<file path="src/hw/rtl/assert_macros.svh">
// Assertion helpers included by the self-checking protocol engine RTL.
`ifndef ASSERT_MACROS_SVH
`define ASSERT_MACROS_SVH

// Property checked on every rising clock edge, skipped while reset is held.
`define SFBP_ASSERT(lbl, prop, msg) \
  lbl: assert property (@(posedge clk_i) disable iff (!rst_ni) prop) else $error(msg);

// Implication checked in the next cycle, skipped while reset is held.
`define SFBP_ASSERT_NEXT(lbl, ante, cons, msg) \
  lbl: assert property (@(posedge clk_i) disable iff (!rst_ni) (ante) |=> (cons)) \
    else $error(msg);

`endif

</file>
<file path="src/hw/rtl/sfbp_pkg.sv">
package sfbp_pkg;

  // Default flash page size in bytes.
  localparam int PageBytesDef = 32;

  // Protocol characters.
  localparam logic [7:0] CH_A     = 8'h41;
  localparam logic [7:0] CH_P     = 8'h50;
  localparam logic [7:0] CH_R     = 8'h52;
  localparam logic [7:0] CH_Q     = 8'h51;
  localparam logic [7:0] CH_COLON = 8'h3A;
  localparam logic [7:0] CH_SEMI  = 8'h3B;
  localparam logic [7:0] CH_GREET = 8'h62;
  localparam logic [7:0] CH_SPACE = 8'h20;
  localparam logic [7:0] CH_ZERO  = 8'h00;
  localparam logic [7:0] CH_ADDR  = 8'h02;

  // Result kinds.
  typedef enum logic [2:0] {
    RK_TX    = 3'd0,
    RK_ERASE = 3'd1,
    RK_FILL  = 3'd2,
    RK_WRITE = 3'd3,
    RK_BURST = 3'd4,
    RK_RESET = 3'd5
  } rk_e;

  // Source of the transmit byte.
  typedef enum logic [1:0] {
    TX_CONST = 2'd0,
    TX_AHI   = 2'd1,
    TX_ALO   = 2'd2,
    TX_RLEN  = 2'd3
  } txsel_e;

  // Datapath action of a step.
  typedef enum logic [2:0] {
    A_NONE = 3'd0,
    A_CLR  = 3'd1,
    A_RLO  = 3'd2,
    A_RHI  = 3'd3,
    A_CAP  = 3'd4,
    A_INC  = 3'd5
  } act_e;

  // Sequencing of the next step.
  typedef enum logic [1:0] {
    J_NEXT = 2'd0,
    J_GOTO = 2'd1,
    J_LOOP = 2'd2
  } jmp_e;

  typedef logic [4:0] step_t;

  // Program step addresses.
  localparam step_t ST_FETCH = 5'd0;
  localparam step_t ST_COLON = 5'd1;
  localparam step_t ST_GREET = 5'd2;
  localparam step_t ST_RSTRQ = 5'd3;
  localparam step_t ST_A0    = 5'd4;
  localparam step_t ST_A1    = 5'd5;
  localparam step_t ST_A2    = 5'd6;
  localparam step_t ST_A3    = 5'd7;
  localparam step_t ST_P0    = 5'd8;
  localparam step_t ST_P1    = 5'd9;
  localparam step_t ST_P2    = 5'd10;
  localparam step_t ST_P3    = 5'd11;
  localparam step_t ST_P4    = 5'd12;
  localparam step_t ST_P5    = 5'd13;
  localparam step_t ST_P6    = 5'd14;
  localparam step_t ST_P7    = 5'd15;
  localparam step_t ST_R0    = 5'd16;
  localparam step_t ST_R1    = 5'd17;
  localparam step_t ST_R2    = 5'd18;
  localparam step_t ST_Q0    = 5'd19;
  localparam step_t ST_Q1    = 5'd20;

  // One control word of the program.
  typedef struct packed {
    logic       emit;
    logic       last;
    rk_e        rk;
    txsel_e     txsel;
    logic [7:0] txc;
    act_e       act;
    jmp_e       jmp;
    step_t      target;
  } uword_t;

  function automatic uword_t uc_word(input logic e, input logic l, input rk_e k,
                                     input txsel_e ts, input logic [7:0] c,
                                     input act_e a, input jmp_e j, input step_t t);
    uword_t w;
    w.emit   = e;
    w.last   = l;
    w.rk     = k;
    w.txsel  = ts;
    w.txc    = c;
    w.act    = a;
    w.jmp    = j;
    w.target = t;
    return w;
  endfunction

  // Control store: the reply programs of every command.
  function automatic uword_t uc_rom(input step_t s);
    uword_t w;
    case (s)
      ST_COLON: w = uc_word(1'b1, 1'b1, RK_TX, TX_CONST, CH_COLON, A_NONE, J_GOTO, ST_FETCH);
      ST_GREET: w = uc_word(1'b1, 1'b1, RK_TX, TX_CONST, CH_GREET, A_NONE, J_GOTO, ST_FETCH);
      ST_RSTRQ: w = uc_word(1'b1, 1'b1, RK_RESET, TX_CONST, CH_ZERO, A_NONE, J_GOTO, ST_FETCH);
      ST_A0:    w = uc_word(1'b1, 1'b0, RK_TX, TX_CONST, CH_SEMI, A_NONE, J_NEXT, ST_FETCH);
      ST_A1:    w = uc_word(1'b1, 1'b0, RK_TX, TX_CONST, CH_ADDR, A_NONE, J_NEXT, ST_FETCH);
      ST_A2:    w = uc_word(1'b1, 1'b0, RK_TX, TX_AHI, CH_ZERO, A_NONE, J_NEXT, ST_FETCH);
      ST_A3:    w = uc_word(1'b1, 1'b0, RK_TX, TX_ALO, CH_ZERO, A_NONE, J_GOTO, ST_COLON);
      ST_P0:    w = uc_word(1'b1, 1'b0, RK_TX, TX_CONST, CH_SEMI, A_NONE, J_NEXT, ST_FETCH);
      ST_P1:    w = uc_word(1'b1, 1'b0, RK_TX, TX_CONST, CH_ZERO, A_NONE, J_NEXT, ST_FETCH);
      ST_P2:    w = uc_word(1'b1, 1'b0, RK_ERASE, TX_CONST, CH_ZERO, A_CLR, J_NEXT, ST_FETCH);
      ST_P3:    w = uc_word(1'b0, 1'b0, RK_TX, TX_CONST, CH_ZERO, A_RLO, J_NEXT, ST_FETCH);
      ST_P4:    w = uc_word(1'b0, 1'b0, RK_TX, TX_CONST, CH_ZERO, A_RHI, J_NEXT, ST_FETCH);
      ST_P5:    w = uc_word(1'b0, 1'b0, RK_TX, TX_CONST, CH_ZERO, A_CAP, J_NEXT, ST_FETCH);
      ST_P6:    w = uc_word(1'b1, 1'b0, RK_FILL, TX_CONST, CH_ZERO, A_INC, J_LOOP, ST_P3);
      ST_P7:    w = uc_word(1'b1, 1'b0, RK_WRITE, TX_CONST, CH_ZERO, A_NONE, J_GOTO, ST_COLON);
      ST_R0:    w = uc_word(1'b1, 1'b0, RK_TX, TX_CONST, CH_SEMI, A_NONE, J_NEXT, ST_FETCH);
      ST_R1:    w = uc_word(1'b1, 1'b0, RK_TX, TX_RLEN, CH_ZERO, A_NONE, J_NEXT, ST_FETCH);
      ST_R2:    w = uc_word(1'b1, 1'b0, RK_BURST, TX_CONST, CH_ZERO, A_NONE, J_GOTO, ST_COLON);
      ST_Q0:    w = uc_word(1'b1, 1'b0, RK_TX, TX_CONST, CH_SEMI, A_NONE, J_NEXT, ST_FETCH);
      ST_Q1:    w = uc_word(1'b1, 1'b0, RK_TX, TX_CONST, CH_ZERO, A_NONE, J_GOTO, ST_COLON);
      default:  w = uc_word(1'b0, 1'b0, RK_TX, TX_CONST, CH_ZERO, A_NONE, J_GOTO, ST_FETCH);
    endcase
    return w;
  endfunction

endpackage

</file>
<file path="src/hw/rtl/serial_flash_bootloader_protocol.sv">
// Serial bootloader command engine. Each input transaction is one received UART byte
// (tuser low) or a start-up event (tuser high, replies 'b'). Command bytes, lengths,
// addresses and page data that cause no reply are accepted without running a program.
// A reply is run by a small microprogram that issues its output transactions in turn,
// stalling while the output side is not ready; the block takes the next input once the
// last result of the previous one has been handed to the output register. A page command
// reply reads every fill word through the single read port of the page buffer in two
// read steps and a capture step. The page buffer reads as all 0xFF after reset without
// any clearing pass.
`include "assert_macros.svh"

module serial_flash_bootloader_protocol
  import sfbp_pkg::*;
#(
  parameter int PAGE_BYTES = PageBytesDef
) (
  input  logic        clk_i,
  input  logic        rst_ni,
  input  logic        s_axis_tvalid_i,
  output logic        s_axis_tready_o,
  input  logic [7:0]  s_axis_tdata_i,   // [7:0] rx_byte
  input  logic        s_axis_tuser_i,   // [0] kind
  output logic        m_axis_tvalid_o,
  input  logic        m_axis_tready_i,
  output logic [47:0] m_axis_tdata_o,   // [7:0] tx_byte, [20:8] flash_addr,
                                        // [36:21] fill_word, [45:37] burst_count
  output logic [2:0]  m_axis_tuser_o,   // [2:0] res_kind
  output logic        m_axis_tlast_o    // last
);

  localparam int AW  = $clog2(PAGE_BYTES);
  localparam int WIW = AW - 1;
  localparam logic [8:0] PageLen   = 9'(PAGE_BYTES);
  localparam logic [8:0] PageWords = 9'(PAGE_BYTES / 2);

  typedef enum logic [9:0] {
    PH_IDLE   = 10'b0000000001,
    PH_A_ADDR = 10'b0000000010,
    PH_A_TERM = 10'b0000000100,
    PH_P_LEN  = 10'b0000001000,
    PH_P_DATA = 10'b0000010000,
    PH_P_TERM = 10'b0000100000,
    PH_R_LEN  = 10'b0001000000,
    PH_R_TERM = 10'b0010000000,
    PH_Q_TERM = 10'b0100000000,
    PH_HALT   = 10'b1000000000
  } phase_e;

  phase_e          phase_q, phase_d;
  logic [12:0]     load_q, load_d;
  logic [8:0]      cnt_q, cnt_d;
  logic [8:0]      slen_q, slen_d;
  logic [7:0]      rlen_q, rlen_d;
  logic [WIW-1:0]  widx_q;
  logic [7:0]      lo_q, hi_q;
  logic [PAGE_BYTES-1:0] valid_q;
  logic            rvalid_q;

  logic            at_fetch, in_acc, start, hold, more, out_load;
  step_t           entry;
  uword_t          uw;

  logic            buf_we;
  logic [8:0]      buf_idx;
  logic            buf_re;
  logic [AW-1:0]   buf_raddr;
  logic [7:0]      buf_rdata, rd_byte;
  logic [8:0]      words_full, words;

  logic            out_valid_q;
  logic [2:0]      out_kind_q;
  logic [47:0]     out_data_q;
  logic            out_last_q;
  logic [7:0]      res_tx;
  logic [12:0]     res_addr;
  logic [15:0]     res_word;
  logic [8:0]      res_burst;

  assign s_axis_tready_o = at_fetch;
  assign in_acc          = s_axis_tvalid_i && s_axis_tready_o;
  assign hold            = uw.emit && out_valid_q && !m_axis_tready_i;
  assign out_load        = !at_fetch && uw.emit && !hold;

  // Byte-level protocol tracking and dispatch into the reply programs.
  always_comb begin
    phase_d = phase_q;
    load_d  = load_q;
    cnt_d   = cnt_q;
    slen_d  = slen_q;
    rlen_d  = rlen_q;
    start   = 1'b0;
    entry   = ST_FETCH;
    buf_we  = 1'b0;
    buf_idx = slen_q - cnt_q;
    if (in_acc) begin
      if (s_axis_tuser_i) begin
        phase_d = PH_IDLE;
        start   = 1'b1;
        entry   = ST_GREET;
      end else begin
        case (phase_q)
          PH_HALT: begin
            phase_d = PH_HALT;
          end
          PH_A_ADDR: begin
            load_d  = {s_axis_tdata_i, 5'b00000};
            phase_d = PH_A_TERM;
          end
          PH_P_LEN: begin
            slen_d  = (s_axis_tdata_i == CH_ZERO) ? 9'd256 : {1'b0, s_axis_tdata_i};
            cnt_d   = slen_d;
            phase_d = PH_P_DATA;
          end
          PH_P_DATA: begin
            buf_we = (buf_idx < PageLen);
            cnt_d  = cnt_q - 9'd1;
            if (cnt_d == 9'd0) begin
              phase_d = PH_P_TERM;
            end
          end
          PH_R_LEN: begin
            rlen_d  = s_axis_tdata_i;
            phase_d = PH_R_TERM;
          end
          PH_A_TERM, PH_P_TERM, PH_R_TERM, PH_Q_TERM: begin
            start = 1'b1;
            if (s_axis_tdata_i != CH_SPACE) begin
              entry   = ST_RSTRQ;
              phase_d = PH_HALT;
            end else begin
              phase_d = PH_IDLE;
              case (phase_q)
                PH_A_TERM: entry = ST_A0;
                PH_P_TERM: entry = ST_P0;
                PH_R_TERM: entry = ST_R0;
                default:   entry = ST_Q0;
              endcase
            end
          end
          default: begin
            phase_d = PH_IDLE;
            if (s_axis_tdata_i == CH_A) begin
              phase_d = PH_A_ADDR;
            end else if (s_axis_tdata_i == CH_P) begin
              phase_d = PH_P_LEN;
            end else if (s_axis_tdata_i == CH_R) begin
              phase_d = PH_R_LEN;
            end else if (s_axis_tdata_i == CH_Q) begin
              phase_d = PH_Q_TERM;
            end else begin
              start = 1'b1;
              entry = ST_COLON;
            end
          end
        endcase
      end
    end
  end

  always_ff @(posedge clk_i or negedge rst_ni) begin
    if (!rst_ni) begin
      phase_q <= PH_IDLE;
      load_q  <= '0;
      cnt_q   <= '0;
      slen_q  <= '0;
      rlen_q  <= '0;
    end else begin
      phase_q <= phase_d;
      load_q  <= load_d;
      cnt_q   <= cnt_d;
      slen_q  <= slen_d;
      rlen_q  <= rlen_d;
    end
  end

  sfbp_seq u_seq (
    .clk_i      (clk_i),
    .rst_ni     (rst_ni),
    .start_i    (start),
    .entry_i    (entry),
    .more_i     (more),
    .hold_i     (hold),
    .at_fetch_o (at_fetch),
    .uw_o       (uw)
  );

  // Page buffer: writes while data bytes arrive, reads during the fill loop.
  assign buf_re    = !at_fetch && ((uw.act == A_RLO) || (uw.act == A_RHI));
  assign buf_raddr = {widx_q, (uw.act == A_RHI)};

  sfbp_ram #(
    .Width (8),
    .Depth (PAGE_BYTES)
  ) u_buf (
    .clk_i   (clk_i),
    .we_i    (buf_we),
    .waddr_i (buf_idx[AW-1:0]),
    .wdata_i (s_axis_tdata_i),
    .re_i    (buf_re),
    .raddr_i (buf_raddr),
    .rdata_o (buf_rdata)
  );

  // Entries never written since reset read as erased flash.
  assign rd_byte = rvalid_q ? buf_rdata : 8'hFF;

  always_ff @(posedge clk_i or negedge rst_ni) begin
    if (!rst_ni) begin
      valid_q  <= '0;
      rvalid_q <= 1'b0;
    end else begin
      if (buf_we) begin
        valid_q[buf_idx[AW-1:0]] <= 1'b1;
      end
      if (buf_re) begin
        rvalid_q <= valid_q[buf_raddr];
      end
    end
  end

  // Fill loop: word index and the two captured bytes of the current word.
  always_ff @(posedge clk_i or negedge rst_ni) begin
    if (!rst_ni) begin
      widx_q <= '0;
    end else if (!at_fetch && !hold) begin
      if (uw.act == A_CLR) begin
        widx_q <= '0;
      end else if (uw.act == A_INC) begin
        widx_q <= widx_q + WIW'(1);
      end
    end
  end

  always_ff @(posedge clk_i) begin
    if (!at_fetch && (uw.act == A_RHI)) begin
      lo_q <= rd_byte;
    end
    if (!at_fetch && (uw.act == A_CAP)) begin
      hi_q <= rd_byte;
    end
  end

  // Odd lengths round up to a word; the page caps the word count.
  assign words_full = 9'((10'(slen_q) + 10'd1) >> 1);
  assign words      = (words_full > PageWords) ? PageWords : words_full;
  assign more       = ((9'(widx_q) + 9'd1) < words);

  // Result fields of the current step.
  always_comb begin
    case (uw.txsel)
      TX_AHI:  res_tx = {3'b000, load_q[12:8]};
      TX_ALO:  res_tx = load_q[7:0];
      TX_RLEN: res_tx = rlen_q;
      default: res_tx = uw.txc;
    endcase
    case (uw.rk)
      RK_ERASE, RK_WRITE, RK_BURST: res_addr = load_q;
      RK_FILL: res_addr = load_q + 13'({widx_q, 1'b0});
      default: res_addr = '0;
    endcase
    res_word  = (uw.rk == RK_FILL) ? {hi_q, lo_q} : 16'h0000;
    res_burst = (uw.rk == RK_BURST) ? ({1'b0, rlen_q} + 9'd1) : 9'd0;
  end

  // Output register: the next result loads when the slot is free or being taken.
  always_ff @(posedge clk_i or negedge rst_ni) begin
    if (!rst_ni) begin
      out_valid_q <= 1'b0;
    end else if (out_load) begin
      out_valid_q <= 1'b1;
    end else if (m_axis_tready_i) begin
      out_valid_q <= 1'b0;
    end
  end

  always_ff @(posedge clk_i) begin
    if (out_load) begin
      out_kind_q <= uw.rk;
      out_data_q <= {2'b00, res_burst, res_word, res_addr, res_tx};
      out_last_q <= uw.last;
    end
  end

  assign m_axis_tvalid_o = out_valid_q;
  assign m_axis_tdata_o  = out_data_q;
  assign m_axis_tuser_o  = out_kind_q;
  assign m_axis_tlast_o  = out_last_q;

  // A pending result is never overwritten while the consumer stalls.
  `SFBP_ASSERT(a_no_overwrite, (out_valid_q && !m_axis_tready_i) |-> !out_load,
               "result overwritten while stalled")
  // The last result of a program returns the sequencer to fetch.
  `SFBP_ASSERT_NEXT(a_last_ends, out_load && uw.last, at_fetch,
                    "program did not end after its last result")
  // A halted engine ignores received bytes.
  `SFBP_ASSERT_NEXT(a_halt_quiet, in_acc && !s_axis_tuser_i && (phase_q == PH_HALT),
                    at_fetch && (phase_q == PH_HALT), "halted engine reacted to a byte")

endmodule

</file>
<file path="src/hw/rtl/sfbp_ram.sv">
module sfbp_ram
  import sfbp_pkg::*;
#(
  parameter int Width = 8,
  parameter int Depth = PageBytesDef
) (
  input  logic                     clk_i,
  input  logic                     we_i,
  input  logic [$clog2(Depth)-1:0] waddr_i,
  input  logic [Width-1:0]         wdata_i,
  input  logic                     re_i,
  input  logic [$clog2(Depth)-1:0] raddr_i,
  output logic [Width-1:0]         rdata_o
);

  logic [Width-1:0] mem_q [Depth];
  logic [Width-1:0] rdata_q;

  // One write port and one registered read port.
  always_ff @(posedge clk_i) begin
    if (we_i) begin
      mem_q[waddr_i] <= wdata_i;
    end
    if (re_i) begin
      rdata_q <= mem_q[raddr_i];
    end
  end

  assign rdata_o = rdata_q;

endmodule

</file>
<file path="src/hw/rtl/sfbp_seq.sv">
module sfbp_seq
  import sfbp_pkg::*;
(
  input  logic   clk_i,
  input  logic   rst_ni,
  input  logic   start_i,
  input  step_t  entry_i,
  input  logic   more_i,
  input  logic   hold_i,
  output logic   at_fetch_o,
  output uword_t uw_o
);

  step_t  step_q, step_d;
  uword_t uw;

  // Control word of the current step.
  assign uw         = uc_rom(step_q);
  assign uw_o       = uw;
  assign at_fetch_o = (step_q == ST_FETCH);

  // Step counter with dispatch and conditional jumps.
  always_comb begin
    step_d = step_q;
    if (step_q == ST_FETCH) begin
      if (start_i) begin
        step_d = entry_i;
      end
    end else if (!hold_i) begin
      case (uw.jmp)
        J_NEXT:  step_d = step_q + 5'd1;
        J_GOTO:  step_d = uw.target;
        J_LOOP:  step_d = more_i ? uw.target : step_q + 5'd1;
        default: step_d = ST_FETCH;
      endcase
    end
  end

  always_ff @(posedge clk_i or negedge rst_ni) begin
    if (!rst_ni) begin
      step_q <= ST_FETCH;
    end else begin
      step_q <= step_d;
    end
  end

endmodule
</file>
<file path="config.mk">
export PLATFORM = sky130hd
export DESIGN_NAME = serial_flash_bootloader_protocol
export DESIGN_NICKNAME = d
export VERILOG_FILES = /design/src/hw/rtl/sfbp_pkg.sv /design/src/hw/rtl/serial_flash_bootloader_protocol.sv /design/src/hw/rtl/sfbp_ram.sv /design/src/hw/rtl/sfbp_seq.sv
export VERILOG_INCLUDE_DIRS = /design/src /design/src/hw/rtl
export SDC_FILE = /design/constraint.sdc
export NUM_CORES = 1
export LEC_CHECK = 0
export ABC_AREA = 0
export BUFFER_PORTS_ARGS = -buffer_cell sky130_fd_sc_hd__buf_2
export CAP_MARGIN = 5
export CORE_MARGIN = 2
export CORE_UTILIZATION = 55
export CTS_CLUSTER_SIZE = 24
export DETAILED_ROUTE_END_ITERATION = 12
export PLACE_DENSITY = 0.82
export SYNTH_ARGS = -nofsm -noshare
export SYNTH_HDL_FRONTEND = slang
export SYNTH_SLANG_ARGS = --single-unit
</file>
<file path="constraint.sdc">
create_clock -name clk_i -period 6.8 [get_ports clk_i]
set_clock_uncertainty 0.15 [all_clocks]
set_input_delay 0 -clock clk_i [delete_from_list [all_inputs] [get_ports clk_i]]
set_output_delay 0 -clock clk_i [all_outputs]
set_load 0.05 [all_outputs]
</file>
==> metrics.yaml, run 1 <==
run_status:
  status: "complete, no violations"
timing:
  holdWs_ps: 41.94
  fin_ws_ps: 2228
  fmax_mhz: 218.7
  finalHoldViolCount: 0
  rsz0062_at_grt: "no"
  min_period_ps: 4572
  worst_slew_pin_slew_ps: 1170
  slew_violations: 0
  setup_violations: 0
  setup_tns_ps: 0
  post-route-period-util_pct: 67.24
  slew_headroom_pct: 21.38
worst_setup_path:
  r2r_end: "u_buf.mem_q[20][4]$_DFFE_PP_"
  r2r_slack_ps: 2230
  crit_required_ps: 6810
  timing.rr.start: "slen_q[0]$_DFFE_PN0P_"
  crit_path_end: "u_buf.mem_q[20][4]$_DFFE_PP_"
  endpoint_kind: "flip-flop"
  startpoint_type: "flip-flop"
  startpoint: "slen_q[0]$_DFFE_PN0P_"
  critPathKind: "flip-flop to flip-flop"
  arrival_ps: 4590
  rr_worst_depth: 11
  critPathMaxFanout: 16
final_layout:
  drive_above_1_share_pct: 21.42
  syn2layout_area_growth_pct: 12.75
  post-route-util_pct: 62.76
  final_cell_mix: "329 x edfxtp_1, 90 x nor2_1, 85 x dfrtp_1"
  final_cells: 1699
  nets: 1262
  stdcell_area_um2: 20320
  final_common_cell: "edfxtp_1"
drt:
  wl_per_cell_um: 24.11
  first_pass_iters: 5
  drc: 0
  wl_um: 40970
  drt-vias-per-instance: 6.169
  ant_nets: 0
  vias: 10481
  drt_iter0_markers: 1157
synthesis:
  synth-edff-count: 329
  avgSynthCellArea_um2: 15.76
  yosysWarnings: 0
  yosysSeqAreaShare_pct: 66.92
  synth_cells: 1143
  synth_cell_types: 68
  synthFlopType: "edfxtp_1"
  yosys_register_bits: 416
  async_flop_share_pct: 20.91
  netlist_area_um2: 18020
die:
  rows: 66
  ioPinCount: 67
  fp.dieW_um: 185
  fp.coreArea_um2: 32370
  initial_core_util_pct: 55.66
  die_y_um: 185
  die_area_um2: 34230
grt:
  antenna_found_initial: 2
  grt_max_degree: 88
  grt-ovfl-total: 0
  grt_pass1_wl_um: 62270
  grt_pass1_vias: 10462
  grt_usage_pct: 24.50
place:
  place_ws_ps: 2266
  post-place-cells: 1610
  place_area_um2: 18770
  place.port_buffers: 63
  gp_congestion: 0.8632
  dp.final_hpwl_um: 24500
clock_tree:
  cts_inserted_buffers: 42
  clk-insertion-delay-late_ps: 550
  clk_path_buf_depth: 3
  clock_sinks: 416
  post_cts_buffers: 0
  clockRootBuffer: "clkbuf_16"
  cts_tree: "done"
  htree_levels: 2
  ctsResizeCount: 0
  clkTransAtPathRegs_ps: 60
power_and_ir_drop:
  finalPower_mw: 6.780
  leakagePower_nw: 7.134
  peakVddDrop_mv: 0.2569
  power_density_nw_per_um2: 333.7
flow_run:
  drv_cap: 0
worst_hold_path:
  hold_path.class: "input port to flip-flop"
[logic make-up after synthesis]
family          after synthesis  synth area share [%]
buf+inv                      75                 1.868
mux                         127                 12.98
compound gates              165                 6.146
xor+xnor                     29                 1.410
simple gates                305                 8.881
fa+ha+maj                    25                 1.778
other cells                   1               0.02081
flops                       416                 66.92
[per-layer routing]
| metal | track usage [%] | routed length [µm] |
|---|---|---|
| met3 | 5.387 | 3487 |
| met5 | 0 | 0 |
| met1 | 32.31 | 16100 |
| met4 | 8.222 | 1201 |
| met2 | 40.73 | 20190 |
[power by group]
part / switching, mW / total [mW] / internal (mW)
combinational: 1.05 / 1.35 / 0.308
sequential: 0.0784 / 3.08 / 3.01
clock: 0.965 / 2.34 / 1.38
total: 2.09 / 6.78 / 4.69
[final cells by class]
cell class	count	area, µm²
fill	2265	12060
sequential	416	12060
multi-input combinational	654	5639
tap	442	553.0
clock buffer	48	1074
antenna	1	2.502
clock inverter	28	347.8
timing repair buffer	90	563.0
inverter	20	75.07
[state kept, by name, indices dropped and copies added (netlist names), 9 cells and up]
name	count
cnt_q	9
m_axis_tdata_o	45
phase_q	10
slen_q	9
u_buf.mem_q	256
valid_q	32
[worst min-delay path by stage]
stage | startpoint | end | slack [ps] | cells after the start
2_1_floorplan | rst_ni | cnt_q[0]$_DFFE_PN0P_ | -450 | 0
3_3_place_gp | rst_ni | rlen_q[7]$_DFFE_PN0P_ | -260 | 1
3_5_place_dp | rst_ni | rlen_q[4]$_DFFE_PN0P_ | -250 | 1
4_1_cts | s_axis_tdata_i[7] | u_buf.mem_q[3][7]$_DFFE_PP_ | 20 | 1
5_1_grt | s_axis_tdata_i[7] | u_buf.mem_q[17][7]$_DFFE_PP_ | 40 | 1
6_report | s_axis_tdata_i[7] | u_buf.mem_q[7][7]$_DFFE_PP_ | 40 | 1
[timing repair]
item                                   CTS  global route
hold buffers                            12             0
setup endpoints to repair                0             0
endpoints found under the hold margin  291             0
[synthesized netlist by cell type, types with 4 or more instances]
library cell	n	area, µm²
a211oi_1	4	30.03
xor2_1	16	140.1
and2_1	35	219.0
nand4_1	13	81.33
ha_1	24	300.3
and3_1	7	43.79
a21oi_1	34	170.2
nand2b_1	25	156.4
mux4_2	82	1847
o41ai_1	4	35.03
nand3_1	20	100.1
nand2_1	46	172.7
nor2b_1	10	62.56
a22oi_1	4	30.03
clkbuf_1	35	131.4
buf_4	13	97.59
mux2_2	33	371.6
edfxtp_1	329	9879
nand4b_1	5	43.79
buf_2	5	25.02
o21bai_1	35	262.8
mux2i_1	12	120.1
nor2_1	91	341.6
and4_1	4	35.03
o21ai_0	36	180.2
a21o_1	8	60.06
nor4_1	8	50.05
inv_1	20	75.07
or4_1	4	30.03
xnor2_1	13	113.9
nor3_1	18	90.09
a31oi_1	7	43.79
dfrtp_1	86	2152
[worst max-delay path: stages (launching register included)]
cell	delay [ps]
dfrtp_1	430
inv_1	90
ha_1	160
inv_1	50
fa_1	430
a21o_1	190
a21oi_1	260
o21bai_1	120
mux2i_1	120
nor3_1	410
nand4_1	870
nor2_1	910
(Power assumes the default switching activity.)
==> inputs of run 2 (changes only) <==
Settings changed: ABC_AREA 0 to 1.
Clock period 6.8 ns to 4.5 ns, I/O delays scaled along.
==> metrics.yaml, run 2 <==
die:
  die_y_um: 188.3  # +1.8%
  fp.coreArea_um2: 33450  # +3.3%
  rows: 67  # +1.5%
  die_area_um2: 35460  # +3.6%
  initial_core_util_pct: 55.85  # +0.19 points
  ioPinCount: 67  # unchanged
  fp.dieW_um: 188.3  # +1.8%
grt:
  grt-ovfl-total: 0  # unchanged
  grt_pass1_wl_um: 71060  # +14%
  grt_pass1_vias: 13072  # +25%
  grt_max_degree: 97  # +10%
  antenna_found_initial: 0  # -2
  grt_usage_pct: 25.68  # +1.2 points
worst_setup_path:
  startpoint_type: "flip-flop"
  critPathMaxStageDelay_ps: 610  # -300 ps
  endpoint_kind: "flip-flop"
  crit_required_ps: 4520  # -2290 ps
  critPathMaxFanout: 8  # -8
  cp.buffers_inverters: 2  # unchanged
  critPathKind: "flip-flop to flip-flop"
  cp_top_family: "simple AND/OR/NAND/NOR gates"
  arrival_ps: 3710  # -880 ps
  cp_slowest_cell: "nor2_1"
  crit_chain: "inv_1 > ha_1 > inv_1 > fa_1 > nand3_1 > nand3_1 > nand2_1 > nand2_1 > a21oi_1 > xor2_1 > nand4_4 > nor2_8 > nand4_2 > nor2_1"
timing:
  setup_violations: 0  # unchanged
  fmax_mhz: 270.9  # +24%
  slew_headroom_pct: 18.23  # -3.1 points
  post-route-period-util_pct: 82.02  # +15 points
  finalHoldViolCount: 0  # unchanged
  setup_tns_ps: 0  # unchanged
  rsz0062_at_grt: "no"
  worst_slew_pin_slew_ps: 1225  # +54.84 ps
  slew_violations: 0  # unchanged
  min_period_ps: 3691  # -881.4 ps
  holdWs_ps: 52.30  # +10.36 ps
power_and_ir_drop:
  peakVddDrop_mv: 0.4637  # +81%
  power_density_nw_per_um2: 556.7  # +67%
  p_comb_share_pct: 29.8  # +9.8 points
  pwr-share-clk_pct: 28.4  # -6.1 points
  leakagePower_nw: 7.985  # +12%
  p_sw_share_pct: 36.36  # +5.5 points
  seqPwrFrac_pct: 41.8  # -3.7 points
  p_int_mw: 7.377  # +57%
  p_sw_mw: 4.215  # +100%
synthesis:
  yosysWarnings: 0  # unchanged
  netlist_area_um2: 18680  # +3.7%
  post-synth-top-count-cell: "edfxtp_1"
  yosys_register_bits: 416  # unchanged
  synth_top_area_cell: "edfxtp_1"
  synth_cell_types: 49  # -28%
  synth_cells: 1737  # +52%
  avgSynthCellArea_um2: 10.75  # -32%
  yosysSeqAreaShare_pct: 64.55  # -2.4 points
  async_flop_share_pct: 20.91  # unchanged
  synthFlopType: "edfxtp_1"
  synth.top_cell.area_share_pct: 52.89  # -1.9 points
  synth-edff-count: 329  # unchanged
  synthTopCellsByArea: "edfxtp_1 53%, dfrtp_1 12%, nor2_1 6.1%, o21ai_0 5.7%, nand2_1 4.1%"
  ys_top_cells_by_count: "329 x edfxtp_1, 302 x nor2_1, 211 x o21ai_0, 203 x nand2_1, 141 x inv_1"
clock_tree:
  clock_sinks: 416  # unchanged
  htree_levels: 2  # unchanged
  clockRootBuffer: "clkbuf_16"
  cts_inserted_buffers: 40  # -4.8%
  clk-insertion-delay-late_ps: 550  # about the same
  clkTransAtPathRegs_ps: 60  # about the same
  clk_path_buf_depth: 3  # unchanged
  cts_tree: "done"
drt:
  wl_um: 44930  # +9.7%
  ant_nets: 0  # unchanged
  wl_per_cell_um: 19.72  # -18%
  vias: 13595  # +30%
  first_pass_iters: 6  # +1
  drt_iter0_markers: 1587  # +37%
  drt-vias-per-instance: 5.965  # -3.3%
  drc: 0  # unchanged
flow_run:
  drv_cap: 0  # unchanged
final_layout:
  drive_above_1_share_pct: 9.831  # -12 points
  syn2layout_area_growth_pct: 11.47
  largest_reg_flops: 256  # unchanged
  fillCellCount: 2483  # +9.6%
  diodes: 0  # -1
  nets: 1840  # +46%
  regMostFlops: "u_buf.mem_q"
  final_common_cell: "edfxtp_1"
  final_cell_mix: "329 x edfxtp_1, 301 x nor2_1, 211 x o21ai_0"
place:
  place.port_buffers: 63  # unchanged
  dp.final_hpwl_um: 27870  # +14%
  gp_congestion: 0.9011  # +4.4%
worst_hold_path:
  hold_path.class: "input port to flip-flop"
run_status:
  status: "complete, no violations"
==> run 2: cell types whose count changed in the layout (fill, tap and decap cells not counted), sizes merged, moves of 25 or more <==
cell | before | now
o221ai | 0 | 27
and2 | 35 | 0
mux4 | 82 | 0
o21ai | 38 | 213
nand3 | 20 | 107
mux2 | 33 | 1
nand2 | 46 | 205
o211ai | 3 | 59
nor2 | 91 | 314
inv | 21 | 149
nand2b | 25 | 0
==> run 2: layout make-up <==
class | instances | area, µm² | share of cell area, %
flip-flops and latches | 416 | 12060 | 57.92
multi-input cells | 1094 | 5680 | 27.28
clock buffers | 46 | 1023 | 4.915
repair buffers | 102 | 690.7 | 3.317
well taps | 448 | 560.5 | 2.692
inverters | 148 | 558.0 | 2.680
clock inverters | 25 | 249.0 | 1.196
==> run 2: kinds of logic (layout without fill, tap and decap cells) <==
group	Yosys count	in the layout	synth area share, %
other cells	1	3	0.02007
xor+xnor	16	16	0.7502
fa+ha+maj	25	25	1.715
mux	1	1	0.06028
buf+inv	229	321	5.164
simple gates	681	681	16.10
compound gates	368	368	11.64
flops	416	416	64.55
==> run 2: metal layers <==
metal | GRT usage, % | up-vias | share of wire, %
met5 | 0 | - | 0
met4 | 7.963 | 0 | 2.8
met3 | 5.588 | 103 | 10
met2 | 41.88 | 785 | 47
met1 | 34.78 | 6482 | 40
li1 | - | 6225 | -
==> run 2: final timing paths <==
kind,cells past startpoint,slack [ps],startpoint,end
setup reg to reg,14,810,slen_q[0]$_DFFE_PN0P_,u_buf.mem_q[6][4]$_DFFE_PP_
min in group asynchronous,3,400,rst_ni,phase_q[0]$_DFFE_PN1P_
max in group asynchronous,4,3290,rst_ni,widx_q[0]$_DFFE_PN0P_
hold reg to reg,2,310,valid_q[19]$_DFFE_PN0P_,valid_q[19]$_DFFE_PN0P_
hold / removal,1,50,s_axis_tdata_i[6],u_buf.mem_q[27][6]$_DFFE_PP_
setup / recovery,14,810,slen_q[0]$_DFFE_PN0P_,u_buf.mem_q[6][4]$_DFFE_PP_
==> run 2: timing repair <==
action,in CTS,in global routing
buffers inserted,0,0
resized for setup,0,0
hold endpoints to repair,293,0
hold buffers,15,0
==> run 2: stage by stage <==
step           area, µm²  total power [mW]  worst slack [ps]  cells  utilization, %
2_1_floorplan      18690             7.366             417.4   1739               -
3_3_place_gp       19380             8.230             908.2   2193           57.95
3_5_place_dp       19380             8.292             867.3   2193           57.95
4_1_cts            20820             11.59             835.4   2279           62.26
5_1_grt            20820             12.07             584.8   2279           62.26
6_report           20820             11.59             808.9   2279           62.26
==> run 2: power groups by stage <==
stage | sequential (mW) | clock, mW | combinational (mW)
2_1_floorplan | 5.66 | 0 | 1.71
4_1_cts | 4.84 | 3.33 | 3.42
3_3_place_gp | 4.90 | 0 | 3.33
5_1_grt | 4.88 | 3.47 | 3.72
6_report | 4.84 | 3.30 | 3.45
3_5_place_dp | 4.92 | 0 | 3.38
==> run 2: worst register-to-register path, cell delays in order, from the launching register on <==
cell and delay (ps):
dfrtp_1 420, inv_1 100, ha_1 140, inv_1 60, fa_1 410, nand3_1 90, nand3_1 130, nand2_1 90
nand2_1 50, a21oi_1 140, xor2_1 300, nand4_4 170, nor2_8 280, nand4_2 200, nor2_1 610
